$ cat src/rtl/tuning_word_generator_unit_assert.svh
// assertion macros used by the tuning word generator rtl
`ifndef TUNING_WORD_GENERATOR_UNIT_ASSERT_SVH
`define TUNING_WORD_GENERATOR_UNIT_ASSERT_SVH

// condition that holds at every clock edge out of reset
`define TWG_ASSERT_ALWAYS(label, cond, msg) \
  label: assert property (@(posedge clk) disable iff (!rst_n) (cond)) \
    else $error(msg);

// same-cycle implication checked at every clock edge out of reset
`define TWG_ASSERT_IMPLY(label, ante, cons, msg) \
  label: assert property (@(posedge clk) disable iff (!rst_n) (ante) |-> (cons)) \
    else $error(msg);

`endif

$ cat src/rtl/twg_pkg.sv
// types, constants and the filter bandwidth table of the tuning word generator
`default_nettype none

package twg_pkg;

  localparam int CFG_INDEX_W = 4;
  localparam int CFG_DATA_W  = 16;

  // register indexes on the configuration port
  localparam logic [CFG_INDEX_W-1:0] REG_MODE           = 4'd0;
  localparam logic [CFG_INDEX_W-1:0] REG_FILTER_SELECT  = 4'd1;
  localparam logic [CFG_INDEX_W-1:0] REG_PASSBAND_SHIFT = 4'd2;
  localparam logic [CFG_INDEX_W-1:0] REG_CW_OFFSET      = 4'd3;

  typedef enum logic [1:0] {
    MODE_AM  = 2'd0,
    MODE_USB = 2'd1,
    MODE_LSB = 2'd2,
    MODE_CW  = 2'd3
  } mode_t;

  typedef struct packed {
    mode_t              mode;
    logic        [15:0] filter_select;
    logic signed [13:0] passband_shift;
    logic        [12:0] cw_offset;
  } cfg_t;

  // payload leaving the offset stages
  typedef struct packed {
    logic [25:0] adj_mag;
    logic        adj_neg;
    logic [15:0] bsum_mag;
    logic        bsum_neg;
  } front_t;

  localparam int NUM_FILTERS = 33;
  localparam logic [12:0] WIDE_BW = 13'd8000;

  localparam logic [12:0] FILT_BW [NUM_FILTERS] = '{
    13'd6000, 13'd5700, 13'd5400, 13'd5100, 13'd4800, 13'd4500, 13'd4200,
    13'd3900, 13'd3600, 13'd3300, 13'd3000, 13'd2850, 13'd2700, 13'd2550,
    13'd2400, 13'd2250, 13'd2100, 13'd1950, 13'd1800, 13'd1650, 13'd1500,
    13'd1350, 13'd1200, 13'd1050, 13'd900,  13'd750,  13'd675,  13'd600,
    13'd525,  13'd450,  13'd375,  13'd330,  13'd300
  };

  localparam logic [13:0] CORR_BIAS2   = 14'd400;    // 200 Hz in half-Hz units
  localparam logic [16:0] BFO_BIAS2    = 17'd16000;  // 8000 Hz in half-Hz units
  localparam logic [26:0] FREQ_BIAS    = 27'd1250;
  localparam logic [15:0] COARSE_BASE  = 16'd18000;
  localparam logic [11:0] COARSE_DIV   = 12'd2500;
  localparam logic [8:0]  SCALE_MUL    = 9'd273;

  // reciprocals, exact over the operand ranges used
  localparam logic [24:0] RECIP_625      = 25'd27487791;  // 2^34 / 625, n < 2^24
  localparam logic [21:0] RECIP_25_BFO   = 22'd2684355;   // 2^26 / 25,  n < 2^21
  localparam logic [19:0] RECIP_25_FINE  = 20'd671089;    // 2^24 / 25,  n < 2^19

  // filter number, or widest table bandwidth not above a requested bandwidth
  function automatic logic [12:0] pick_bandwidth(input logic [15:0] sel);
    logic [12:0] bw;
    bw = FILT_BW[NUM_FILTERS-1];
    if (sel == 16'(NUM_FILTERS)) begin
      bw = WIDE_BW;
    end else if (sel < 16'(NUM_FILTERS)) begin
      bw = FILT_BW[sel[5:0]];
    end else if (sel >= {3'b000, WIDE_BW}) begin
      bw = WIDE_BW;
    end else begin
      for (int i = NUM_FILTERS - 1; i >= 0; i--) begin
        if (sel >= {3'b000, FILT_BW[i]}) begin
          bw = FILT_BW[i];
        end
      end
    end
    return bw;
  endfunction

endpackage

`default_nettype wire

$ cat src/rtl/twg_cfg.sv
// configuration register file of the tuning word generator
`default_nettype none

module twg_cfg (
  input  wire logic                             clk,
  input  wire logic                             rst_n,
  input  wire logic                             cfg_valid,
  output logic                                  cfg_ready,
  input  wire logic [twg_pkg::CFG_INDEX_W-1:0]  cfg_index,
  input  wire logic [twg_pkg::CFG_DATA_W-1:0]   cfg_data,
  output twg_pkg::cfg_t                         cfg
);
  import twg_pkg::*;

  cfg_t cfg_r;

  assign cfg_ready = 1'b1;
  assign cfg       = cfg_r;

  always_ff @(posedge clk) begin
    if (!rst_n) begin
      cfg_r.mode           <= MODE_AM;
      cfg_r.filter_select  <= 16'(NUM_FILTERS);
      cfg_r.passband_shift <= '0;
      cfg_r.cw_offset      <= 13'd1000;
    end else if (cfg_valid) begin
      unique case (cfg_index)
        REG_MODE:           cfg_r.mode           <= mode_t'(cfg_data[1:0]);
        REG_FILTER_SELECT:  cfg_r.filter_select  <= cfg_data;
        REG_PASSBAND_SHIFT: cfg_r.passband_shift <= $signed(cfg_data[13:0]);
        REG_CW_OFFSET:      cfg_r.cw_offset      <= cfg_data[12:0];
        default: ;
      endcase
    end
  end

endmodule

`default_nettype wire

$ cat src/rtl/twg_front.sv
// offset stages: filter correction, signed frequency adjust and bfo sum
`default_nettype none

module twg_front (
  input  wire logic            clk,
  input  wire logic            rst_n,
  input  wire twg_pkg::cfg_t   cfg,
  input  wire logic            in_valid,
  output logic                 in_ready,
  input  wire logic [24:0]     in_frequency_hz,
  output logic                 dn_valid,
  input  wire logic            dn_ready,
  output twg_pkg::front_t      dn_item
);
  import twg_pkg::*;

  logic        v1_r, v2_r;
  logic        en1, en2;

  // stage 1
  logic [12:0]        bw;
  logic [13:0]        corr2;
  logic signed [15:0] s1_sum_nxt;
  logic [13:0]        s1_cbfo2_nxt;
  logic [24:0]        s1_freq_r;
  logic signed [15:0] s1_sum_r;
  logic [13:0]        s1_cbfo2_r;
  mode_t              s1_mode_r;

  // stage 2
  logic signed [15:0] half_adj;
  logic signed [14:0] half;
  logic signed [15:0] tweak;
  logic signed [26:0] adj;
  logic signed [16:0] bsum;
  front_t             s2_nxt;
  front_t             s2_r;

  assign en2      = !v2_r || dn_ready;
  assign en1      = !v1_r || en2;
  assign in_ready = en1;
  assign dn_valid = v2_r;
  assign dn_item  = s2_r;

  always_comb begin
    bw           = pick_bandwidth(cfg.filter_select);
    corr2        = (cfg.mode == MODE_CW) ? 14'd0 : ({1'b0, bw} + CORR_BIAS2);
    s1_sum_nxt   = $signed({2'b00, corr2})
                 + $signed({cfg.passband_shift[13], cfg.passband_shift, 1'b0});
    s1_cbfo2_nxt = (cfg.mode == MODE_CW) ? {cfg.cw_offset, 1'b0} : 14'd0;
  end

  always_comb begin
    // halve toward zero
    half_adj = s1_sum_r + $signed({15'd0, s1_sum_r[15]});
    half     = $signed(half_adj[15:1]);
    unique case (s1_mode_r)
      MODE_AM:  tweak = '0;
      MODE_USB: tweak = {half[14], half};
      MODE_LSB: tweak = -{half[14], half};
      MODE_CW:  tweak = -{half[14], half};
    endcase
    adj  = $signed({2'b00, s1_freq_r}) - $signed(FREQ_BIAS)
         + $signed({{11{tweak[15]}}, tweak});
    bsum = $signed({s1_sum_r[15], s1_sum_r}) + $signed({3'b000, s1_cbfo2_r})
         + $signed(BFO_BIAS2);
    s2_nxt.adj_neg  = adj[26];
    s2_nxt.adj_mag  = adj[26] ? 26'(-adj) : adj[25:0];
    s2_nxt.bsum_neg = bsum[16];
    s2_nxt.bsum_mag = bsum[16] ? 16'(-bsum) : bsum[15:0];
  end

  always_ff @(posedge clk) begin
    if (!rst_n) begin
      v1_r <= 1'b0;
      v2_r <= 1'b0;
    end else begin
      if (en1) v1_r <= in_valid;
      if (en2) v2_r <= v1_r;
    end
  end

  always_ff @(posedge clk) begin
    if (en1) begin
      s1_freq_r  <= in_frequency_hz;
      s1_sum_r   <= s1_sum_nxt;
      s1_cbfo2_r <= s1_cbfo2_nxt;
      s1_mode_r  <= cfg.mode;
    end
    if (en2) begin
      s2_r <= s2_nxt;
    end
  end

endmodule

`default_nettype wire

$ cat src/rtl/twg_div.sv
// scaling stages: divide by 2500, remainder and bfo scaling by reciprocals
`default_nettype none

module twg_div (
  input  wire logic            clk,
  input  wire logic            rst_n,
  input  wire logic            up_valid,
  output logic                 up_ready,
  input  wire twg_pkg::front_t up_item,
  output logic                 out_valid,
  input  wire logic            out_ready,
  output logic [15:0]          out_coarse_word,
  output logic [15:0]          out_fine_word,
  output logic [15:0]          out_bfo_word
);
  import twg_pkg::*;

  logic v3_r, v4_r, v5_r, v6_r;
  logic en3, en4, en5, en6;

  // stage 3: quotient and bfo product
  logic [48:0] q_prod;
  logic [14:0] s3_q_r;
  logic [25:0] s3_mag_r;
  logic        s3_neg_r;
  logic [23:0] s3_pb_r;
  logic        s3_bneg_r;

  // stage 4: remainder and bfo quotient
  logic [25:0] q_times;
  logic [25:0] r_full;
  logic [42:0] b_prod;
  logic [11:0] s4_r_r;
  logic [14:0] s4_q_r;
  logic        s4_neg_r;
  logic [16:0] s4_bq_r;
  logic        s4_bneg_r;

  // stage 5: fine product, coarse and bfo words
  logic [15:0] s5_coarse_nxt;
  logic [15:0] s5_bfo_nxt;
  logic [19:0] s5_pf_r;
  logic [15:0] s5_coarse_r;
  logic [15:0] s5_bfo_r;
  logic        s5_neg_r;

  // stage 6: fine quotient into the output register
  logic [38:0] f_prod;
  logic [14:0] fq;
  logic [15:0] fine_nxt;
  logic [15:0] coarse_r, fine_r, bfo_r;

  assign en6      = !v6_r || out_ready;
  assign en5      = !v5_r || en6;
  assign en4      = !v4_r || en5;
  assign en3      = !v3_r || en4;
  assign up_ready = en3;

  assign out_valid       = v6_r;
  assign out_coarse_word = coarse_r;
  assign out_fine_word   = fine_r;
  assign out_bfo_word    = bfo_r;

  always_comb begin
    q_prod  = 49'(up_item.adj_mag[25:2]) * 49'(RECIP_625);
    q_times = 26'(s3_q_r) * 26'(COARSE_DIV);
    r_full  = s3_mag_r - q_times;
    b_prod  = 43'(s3_pb_r[23:3]) * 43'(RECIP_25_BFO);
    s5_coarse_nxt = s4_neg_r ? (COARSE_BASE - 16'(s4_q_r)) : (COARSE_BASE + 16'(s4_q_r));
    s5_bfo_nxt    = s4_bneg_r ? (16'd0 - s4_bq_r[15:0]) : s4_bq_r[15:0];
    f_prod   = 39'(s5_pf_r[19:1]) * 39'(RECIP_25_FINE);
    fq       = f_prod[38:24];
    fine_nxt = s5_neg_r ? (16'd0 - {1'b0, fq}) : {1'b0, fq};
  end

  always_ff @(posedge clk) begin
    if (!rst_n) begin
      v3_r <= 1'b0;
      v4_r <= 1'b0;
      v5_r <= 1'b0;
      v6_r <= 1'b0;
    end else begin
      if (en3) v3_r <= up_valid;
      if (en4) v4_r <= v3_r;
      if (en5) v5_r <= v4_r;
      if (en6) v6_r <= v5_r;
    end
  end

  always_ff @(posedge clk) begin
    if (en3) begin
      s3_q_r    <= q_prod[48:34];
      s3_mag_r  <= up_item.adj_mag;
      s3_neg_r  <= up_item.adj_neg;
      s3_pb_r   <= 24'(up_item.bsum_mag) * 24'(SCALE_MUL);
      s3_bneg_r <= up_item.bsum_neg;
    end
    if (en4) begin
      s4_r_r    <= r_full[11:0];
      s4_q_r    <= s3_q_r;
      s4_neg_r  <= s3_neg_r;
      s4_bq_r   <= b_prod[42:26];
      s4_bneg_r <= s3_bneg_r;
    end
    if (en5) begin
      s5_pf_r     <= 20'(s4_r_r) * 20'(SCALE_MUL);
      s5_coarse_r <= s5_coarse_nxt;
      s5_bfo_r    <= s5_bfo_nxt;
      s5_neg_r    <= s4_neg_r;
    end
    if (en6) begin
      coarse_r <= s5_coarse_r;
      fine_r   <= fine_nxt;
      bfo_r    <= s5_bfo_r;
    end
  end

endmodule

`default_nettype wire

$ cat src/rtl/tuning_word_generator_unit.sv
// top level of the tuning word generator: config registers and six-stage pipeline
//
// Turns a wanted frequency in Hz into the receiver's coarse, fine and BFO tuning
// words for the mode, filter, passband shift and CW offset held in four config
// registers (index 0 mode, 1 filter_select, 2 passband_shift, 3 cw_offset; other
// indexes are ignored, cfg_ready is always high). One item is taken per clock
// while in_ready is high, and each item's result shows on the output ports
// after passing the six register stages: two offset stages, then two
// reciprocal-multiply stages for the divide by 2500 and the BFO scale, then two
// stages for the remainder scale and sign restore.
// A low out_ready stalls the stages behind the output register
// only as far as they are full, so empty stages keep taking new items.
// Config writes belong in idle periods with the pipeline drained.
`default_nettype none

`include "tuning_word_generator_unit_assert.svh"

module tuning_word_generator_unit (
  input  wire logic                             clk,
  input  wire logic                             rst_n,
  // config write channel
  input  wire logic                             cfg_valid,
  output logic                                  cfg_ready,
  input  wire logic [twg_pkg::CFG_INDEX_W-1:0]  cfg_index,
  input  wire logic [twg_pkg::CFG_DATA_W-1:0]   cfg_data,
  // request items
  input  wire logic                             in_valid,
  output logic                                  in_ready,
  input  wire logic [24:0]                      in_frequency_hz,
  // result items
  output logic                                  out_valid,
  input  wire logic                             out_ready,
  output logic [15:0]                           out_coarse_word,
  output logic [15:0]                           out_fine_word,
  output logic [15:0]                           out_bfo_word
);
  import twg_pkg::*;

  cfg_t   cfg;
  logic   mid_valid;
  logic   mid_ready;
  front_t mid_item;

  // register file, written by the user only while the pipeline is drained; the block does not enforce this
  twg_cfg u_cfg (
    .clk       (clk),
    .rst_n     (rst_n),
    .cfg_valid (cfg_valid),
    .cfg_ready (cfg_ready),
    .cfg_index (cfg_index),
    .cfg_data  (cfg_data),
    .cfg       (cfg)
  );

  // stages 1-2: bandwidth lookup, half-Hz correction, adjusted frequency and bfo sum
  twg_front u_front (
    .clk             (clk),
    .rst_n           (rst_n),
    .cfg             (cfg),
    .in_valid        (in_valid),
    .in_ready        (in_ready),
    .in_frequency_hz (in_frequency_hz),
    .dn_valid        (mid_valid),
    .dn_ready        (mid_ready),
    .dn_item         (mid_item)
  );

  // stages 3-6: constant divides by reciprocal multiply, sign restore
  twg_div u_div (
    .clk             (clk),
    .rst_n           (rst_n),
    .up_valid        (mid_valid),
    .up_ready        (mid_ready),
    .up_item         (mid_item),
    .out_valid       (out_valid),
    .out_ready       (out_ready),
    .out_coarse_word (out_coarse_word),
    .out_fine_word   (out_fine_word),
    .out_bfo_word    (out_bfo_word)
  );

  // a free output slot opens the whole ready chain
  `TWG_ASSERT_IMPLY(a_ready_chain, (!out_valid || out_ready), in_ready, "ready chain broken")
  // quotient of a 25-bit frequency keeps the coarse word between 17995 and 31426
  `TWG_ASSERT_IMPLY(a_coarse_range, out_valid,
    (out_coarse_word >= 16'd17995 && out_coarse_word <= 16'd31426), "coarse word out of range")
  // scaled remainder magnitude never exceeds 2499 * 5.46
  `TWG_ASSERT_IMPLY(a_fine_range, out_valid,
    (out_fine_word <= 16'd13644 || out_fine_word >= 16'd51892), "fine word out of range")
  // unit always takes config writes
  `TWG_ASSERT_ALWAYS(a_cfg_ready, cfg_ready, "config port not ready")

endmodule

`default_nettype wire

$ cat config.mk
export PLATFORM = sky130hd
export DESIGN_NAME = tuning_word_generator_unit
export DESIGN_NICKNAME = d
export VERILOG_FILES = /design/src/rtl/twg_pkg.sv /design/src/rtl/twg_cfg.sv /design/src/rtl/twg_front.sv /design/src/rtl/twg_div.sv /design/src/rtl/tuning_word_generator_unit.sv
export VERILOG_INCLUDE_DIRS = /design/src /design/src/rtl
export SDC_FILE = /design/constraint.sdc
export NUM_CORES = 2
export LEC_CHECK = 0
export ABC_CLOCK_PERIOD_IN_PS = 19000
export BUFFER_PORTS_ARGS = -buffer_cell sky130_fd_sc_hd__buf_4
export CORE_MARGIN = 3
export CORE_UTILIZATION = 61
export CTS_BUF_LIST = sky130_fd_sc_hd__clkbuf_2
export CTS_CLUSTER_DIAMETER = 100
export DETAILED_ROUTE_END_ITERATION = 6
export PLACE_DENSITY = 0.81
export REMOVE_ABC_BUFFERS = 1
export SLEW_MARGIN = 20
export SYNTH_ARGS = -nofsm -noshare
export SYNTH_HDL_FRONTEND = slang
export SYNTH_SLANG_ARGS = --single-unit
$ cat constraint.sdc
create_clock -name clk -period 19 [get_ports clk]
set_clock_uncertainty 0.2 [all_clocks]
set_input_delay 0.95 -clock clk [delete_from_list [all_inputs] [get_ports clk]]
set_output_delay 0.95 -clock clk [all_outputs]
set_load 0.01 [all_outputs]
### Word level (Yosys, flattened, before mapping)

Memory sizes are Yosys's and may differ from the RTL's.
Index checks and enable logic that the tools add are counted.
W data, S select, Z words.

| word-level totals | value |
|---|---|
| logic and storage cells | 166 |
| ROM bits | 832 |
| memories | 1 |
| flip-flop bits (word level) | 351 |
| output and inout port bits | 51 |
| input port bits | 50 |

Memories:

| name | words | width | rd ports | clocked after memory_dff | write ports | RTL line | RTL |
|---|---|---|---|---|---|---|---|
| (no name shown) | 64 | 13 | 1 | 0 | 0 | twg_pkg.sv:67 | `bw = FILT_BW[sel[5:0]];` |

| cells by class | value |
|---|---|
| mux-type cells | 44 |
| equality and inequality tests | 8 |
| reductions and logical operators | 19 |
| order comparisons | 35 |
| multipliers | 6 |
| $add $sub $neg | 15 |
| bitwise logic cells | 1 |

Operators by type and width:

| cell | number |
|---|---|
| $ge A16 B12 Y1 const B | 10 |
| $mux W13 | 12 |
| $ge A16 B13 Y1 const B | 8 |
| $mux W12 | 10 |
| $ge A16 B11 Y1 const B | 7 |
| $ge A16 B10 Y1 const B | 5 |
| $mux W11 | 7 |
| $mux W10 | 5 |
| $mul A24 B25 Y49 const B | 1 |
| $ge A16 B9 Y1 const B | 3 |
| $mux W16 | 3 |
| $pmux W16 S3 | 1 |
| $mul A21 B22 Y42 const B | 1 |
| $mul A19 B20 Y39 const B | 1 |
| $neg A16 Y16 | 2 |
| $add A26 B16 Y27 | 1 |
| $mux W26 | 1 |
| $neg A26 Y26 | 1 |
| $sub A25 B11 Y26 const B | 1 |
| $mul A16 B9 Y24 const B | 1 |
| $mul A12 B9 Y20 const B | 1 |
| $add A16 B15 Y17 | 1 |
| $add A17 B15 Y17 const B | 1 |
| $add A15 B15 Y16 | 1 |
| other kinds (26) | 43 |

### Longest topological paths before layout

| logic depth | value |
|---|---|
| depth in word-level cells | 39 |
| mapped depth | 30 |
| depth with buffers taken out | 29 |

### Modules after synthesis

Synthesis repeated with hierarchy kept, for this count alone.

| unflattened totals | value |
|---|---|
| cells, all modules | 4547 |
| area total of the unflattened synthesis | 46185.5 um^2 |

By module, submodules not included:

| module | cells an instance | sequential area each (um^2) | times used | area an instance (um^2) |
|---|---|---|---|---|
| twg_div | 3095 | 5935.7 | 1 | 33856.2 |
| twg_front | 1272 | 3042.9 | 1 | 10502.6 |
| twg_cfg | 180 | 900.9 | 1 | 1826.8 |

### Worst setup path before layout

OpenSTA, ideal clock, no wires.

| timing path | value |
|---|---|
| kind | reg2reg |
| start | reg u_div.s5_pf_r[3] |
| end | reg u_div.fine_r[15], in the netlist u_div.out_fine_word[15] (data pin) |
| data arrival time | 6.738 ns |
| stages on the path, launching flop included | 23 |
| buffers on the path | 0 |
| clock period less this slack | 7.202 ns |
| path slack | 11.798 ns |
| library setup time | 0.264 ns |
| data required time | 18.536 ns |
| cell sequence | edfxtp_1 > fa_1 > inv_1 > fa_1 > inv_1 > fa_1 > inv_1 > fa_1 > inv_1 > fa_1 > fa_1 > ha_1 > o21a_1 > o21ai_0 > a211oi_1 > or4b_4 > a2111oi_4 > nor2_2 > nor4_1 > nor3b_1 > or2_1 > or3_4 > o41a_1 |

| between the ends | value |
|---|---|
| longest elaborated chain between the ends | 2 |

Ends and longest elaborated chain:

| item | RTL line | RTL |
|---|---|---|
| from (decl) | twg_div.sv:42 | `logic [19:0] s5_pf_r;` |
| from (signal assigned) | twg_div.sv:106 | `s5_pf_r <= 20'(s4_r_r) * 20'(SCALE_MUL);` |
| $mul A19 B20 Y39 | twg_div.sv:71 | `f_prod = 39'(s5_pf_r[19:1]) * 39'(RECIP_25_FINE);` |
| $sub A1 B15 Y16 | twg_div.sv:73 | `fine_nxt = s5_neg_r ? (16'd0 - {1'b0, fq}) : {1'b0, fq};` |
| to (signal assigned) | twg_div.sv:113 | `fine_r <= fine_nxt;` |
| to (decl) | twg_div.sv:51 | `logic [15:0] coarse_r, fine_r, bfo_r;` |

Every way passes these cells.
A chain may end at the register's enable or synchronous reset.

### Worst setup path after layout

| timing path | value |
|---|---|
| start | reg u_front.s2_r (netlist bit u_front.dn_item[22]) |
| end | reg u_div.s3_q_r[4] (data pin) |

| between the ends | value |
|---|---|
| longest elaborated chain between the ends | 1 |

Ends and longest elaborated chain:

| item | RTL line | RTL |
|---|---|---|
| from (decl) | twg_front.sv:37 | `front_t s2_r;` |
| from (signal assigned) | twg_front.sv:91 | `s2_r <= s2_nxt;` |
| $mul A24 B25 Y49 | twg_div.sv:65 | `q_prod = 49'(up_item.adj_mag[25:2]) * 49'(RECIP_625);` |
| via u_div.q_prod[38] | twg_div.sv:22 | `logic [48:0] q_prod;` |
| to (signal assigned) | twg_div.sv:92 | `s3_q_r <= q_prod[48:34];` |
| to (decl) | twg_div.sv:23 | `logic [14:0] s3_q_r;` |

The timed path passes the listed nets, and every way through them passes these cells.

==> metrics.log <==
INFO  metric result_of_the_run = finished clean
INFO  metric r2r.worst_path.cells = 24
INFO  metric drt_drc_violations_left = 0
INFO  metric seq_area_frac_synth = 21.91%
INFO  metric grt_antenna_before_repair = 2
INFO  metric grt_first_pass_wirelength = 167400 um
INFO  metric routed_via_density = 5.582
INFO  metric routed_wire_length_per_instance = 18.17 um
INFO  metric slew_headroom = 27.05%
INFO  metric floorplan.die_area = 77210 um^2
INFO  metric floorplan.initialDensity = 61.69%
INFO  metric finalSetupTns = 0 ps
INFO  metric yosysMostFrequentCell = inv_1
INFO  metric async_reset_ff_share = 0%
INFO  metric dr_total_vias = 31120
INFO  metric numClockSinks = 346
INFO  metric clock_pin_slew_on_the_worst_setup_and_hold_paths = 110 ps
INFO  metric route.final.wire_length = 101300 um
INFO  metric maximum_number_of_pins_on_one_net_before_global_route_repair = 53
INFO  metric most_common_cell_type_on_the_critical_path = fa_1
INFO  metric synth_top_cells_by_count = inv_1 (914), ha_1 (807), fa_1 (545)
INFO  metric path_class = flip-flop to flip-flop
INFO  metric startpoint_type = flip-flop
INFO  metric core_region_area = 73080 um^2
INFO  metric maxCapViolCount = 0
INFO  metric die_h = 277.9 um
INFO  metric finalWeightedCongestion = 0.9800
INFO  metric cts_max_path_buffers = 3
INFO  metric synth_warnings = 0
INFO  metric grt_usage = 27.09%
INFO  metric dp_hpwl = 85580 um
INFO  metric synth-edff-count = 295
INFO  metric drt_iter0_markers = 1867
INFO  metric max_slew.worst_pin.slew = 1092 ps
INFO  metric first_global_vias = 32620
INFO  metric timing.final.hold_violations = 0
INFO  metric ctsRootBufferMaster = clkbuf_2
INFO  metric ys_seq_elements = 346
INFO  metric cts_inserted_buffers = 91
INFO  metric netlist.top_cell.by_area = fa_1
INFO  metric port_buffers = 99
INFO  metric crit_chain = ha_1 > inv_1 > fa_1 > fa_1 > fa_1 > inv_1 > fa_1 > inv_1 > fa_1 > inv_1 > fa_1 > ha_1 > a21o_1 > a21o_1 > a21o_1 > a21o_1 > a2111oi_0 > o21a_1 > o21ai_0 > nand2b_1 > a21oi_1 > nor2_1 > o31ai_1 > a21oi_1
INFO  metric crit_fanout = 8
INFO  metric drt_pre_antenna_iters = 6
INFO  metric post_route_cells_drive_above_1_share = 6.479%
INFO  metric synth.top_cells.by_area = fa_1 (24%), ha_1 (22%), edfxtp_1 (20%)
INFO  metric arrival_time_of_the_worst_setup_path = 8420 ps
INFO  metric ioPinCount = 101
INFO  metric setup_repair_after_global_routing_missed_its_margin = false
INFO  metric final-setup-viol-count = 0
INFO  metric timing.reg2reg.setup_slack = 11210 ps
INFO  metric die_width = 277.9 um
INFO  metric slowest_stage = edfxtp_1
INFO  metric area_growth = 7.104%
INFO  metric cts.repair.resized = 0
INFO  metric synthesis.area_per_instance = 10.34 um^2
INFO  metric global_route.overflow_total = 0
INFO  metric worst-path-buf-inv = 4
INFO  metric synth_largest_type_area_fraction = 24.20%
INFO  metric cts_setup_buffers = 0
INFO  metric fmaxAchievable = 128.4 MHz
INFO  metric crit_family = adder cells
INFO  metric critical_path.max_stage_delay = 590 ps
INFO  metric route.antenna.remaining_nets = 0
INFO  metric synthCells = 4360
INFO  metric hold_path_depth = 0
INFO  metric worst-endpoint-required = 19630 ps
INFO  metric std_cell_rows = 99
INFO  metric report.final.slew_viol_count = 0
INFO  metric num-nets-final = 5948
INFO  metric clock_tree_from_tritoncts = yes
INFO  metric layout_min_cycle_time = 7786 ps
INFO  metric synth_cell_type_count = 93
INFO  metric clk-insertion-delay-late = 1150 ps
INFO  metric final.period_utilization = 40.98%
INFO  metric fillers = 5616
INFO  metric timing.critical_path.to_type = flip-flop
INFO  metric clock_tree.htree_level_count = 3
INFO  metric ys_dominant_reg_cell = edfxtp_1
INFO  metric hold_crit_path_type = flip-flop to flip-flop
INFO  metric post_synth_instance_area = 45090 um^2
INFO  metric worst-path-stages = 24
[per-stage QoR]
step | instance area, um^2 | hold slack [ps] | setup WS (ps) | instances | utilization (%)
after CTS | 48280 | 12.76 | 11270 | 5574 | 66.07
final | 48290 | 149.7 | 11210 | 5575 | 66.08
after global routing | 48290 | 80.99 | 10810 | 5575 | 66.08
after global placement | 46860 | 201.5 | 11480 | 5361 | 64.12
after detailed placement | 46860 | 204.5 | 11360 | 5361 | 64.12
after floorplan | 44840 | 200.3 | 11800 | 4294 | -
[sequential cells by signal, indices dropped and copies added (netlist names), 12 cells and up]
| name | count |
|---|---|
| u_div.s4_r_r | 12 |
| u_div.s4_bq_r | 16 |
| u_front.dn_item | 44 |
| u_front.s1_sum_r | 16 |
| u_div.s3_q_r | 15 |
| u_div.out_coarse_word | 16 |
| u_front.s1_freq_r | 25 |
| u_div.out_fine_word | 16 |
| u_cfg.cfg | 45 |
| u_div.s5_pf_r | 19 |
| u_div.s3_mag_r | 12 |
| u_front.s1_cbfo2_r | 13 |
| u_div.s5_bfo_r | 16 |
| u_div.s4_q_r | 15 |
| u_div.s3_pb_r | 21 |
| u_div.out_bfo_word | 16 |
| u_div.s5_coarse_r | 16 |
[repair_timing]
action / in CTS / in global routing
endpoints found under the setup margin: 0 / 0
hold buffers: 51 / 0
endpoints found under the hold margin: 71 / 0
[layout by cell type, fill, tap and decap left out, types with 6 or more instances in the layout]
cell,count
nor3b_1,10
clkbuf_2,128
edfxtp_1,295
buf_4,108
ha_1,807
xnor2_1,176
inv_1,911
o21ai_1,9
o41ai_1,9
nand4_1,17
a21oi_1,189
or3_1,15
and3_1,31
nand2_1,180
a21o_1,56
o211ai_1,22
or2_2,20
nor2_1,168
nand3_1,53
o31ai_1,23
o21ai_0,147
a211o_1,8
a21boi_0,19
nand3b_1,9
o2111ai_1,6
dfxtp_1,51
mux2i_1,40
nand2b_1,40
nor4_1,14
nor2b_1,69
fa_1,545
a211oi_1,16
and2_1,17
nor3_1,51
dlygate4sd3_1,51
clkinv_1,23
xor2_1,76
o21bai_1,27
a31oi_1,19
o21a_1,32
[final timing paths]
| check | start | endpoint |
|---|---|---|
| max | u_front.dn_item[22]$_DFFE_PP_ | u_div.s3_q_r[4]$_DFFE_PP_ |
| min | u_div.s3_q_r[10]$_DFFE_PP_ | u_div.s4_q_r[10]$_DFFE_PP_ |
| max reg2reg | u_front.dn_item[22]$_DFFE_PP_ | u_div.s3_q_r[4]$_DFFE_PP_ |
| min reg2reg | u_div.s3_q_r[10]$_DFFE_PP_ | u_div.s4_q_r[10]$_DFFE_PP_ |
[worst register-to-register path, stage by stage, from the launching register on]
cell	delay, ps
edfxtp_1	590
ha_1	500
inv_1	90
fa_1	510
fa_1	480
fa_1	520
inv_1	50
fa_1	470
inv_1	60
fa_1	540
inv_1	60
fa_1	480
ha_1	340
a21o_1	180
a21o_1	180
a21o_1	170
a21o_1	170
a2111oi_0	430
o21a_1	330
o21ai_0	250
nand2b_1	240
a21oi_1	290
nor2_1	90
o31ai_1	210
a21oi_1	60
[kinds of logic (layout without fill, tap and decap cells)]
family / Yosys count / after routing / synth area share [%]
compound gates: 661 / 661 / 9.457
simple gates: 724 / 724 / 8.017
other cells: 1 / 2 / 0.008317
mux: 41 / 41 / 0.9102
xor+xnor: 252 / 252 / 4.895
flops: 346 / 346 / 21.91
fa+ha+maj: 1353 / 1353 / 46.61
buf+inv: 982 / 1237 / 8.186
[layout make-up]
class / instances / area (um^2) / share of cell area [%]
clock inverters: 34 / 271.5 / 0.5622
flip-flops and latches: 346 / 9879 / 20.46
multi-input cells: 3032 / 31540 / 65.30
well taps: 959 / 1200 / 2.485
repair buffers: 159 / 1321 / 2.736
diodes: 1 / 2.502 / 0.005182
inverters: 916 / 3440 / 7.123
clock buffers: 128 / 640.6 / 1.327
[per-layer routing]
| layer | track usage [%] | share of wire, % | up-vias |
|---|---|---|---|
| met5 | 0 | 0.013 | - |
| met2 | 45.57 | 48 | 911 |
| met4 | 6.890 | 2.6 | 2 |
| li1 | - | - | 14950 |
| met1 | 35.99 | 43 | 15090 |
| met3 | 5.605 | 6.7 | 171 |
Power is left out: the tool's default activity adds up to more than one toggle a clock period on the data nets, which glitch-free logic cannot reach.
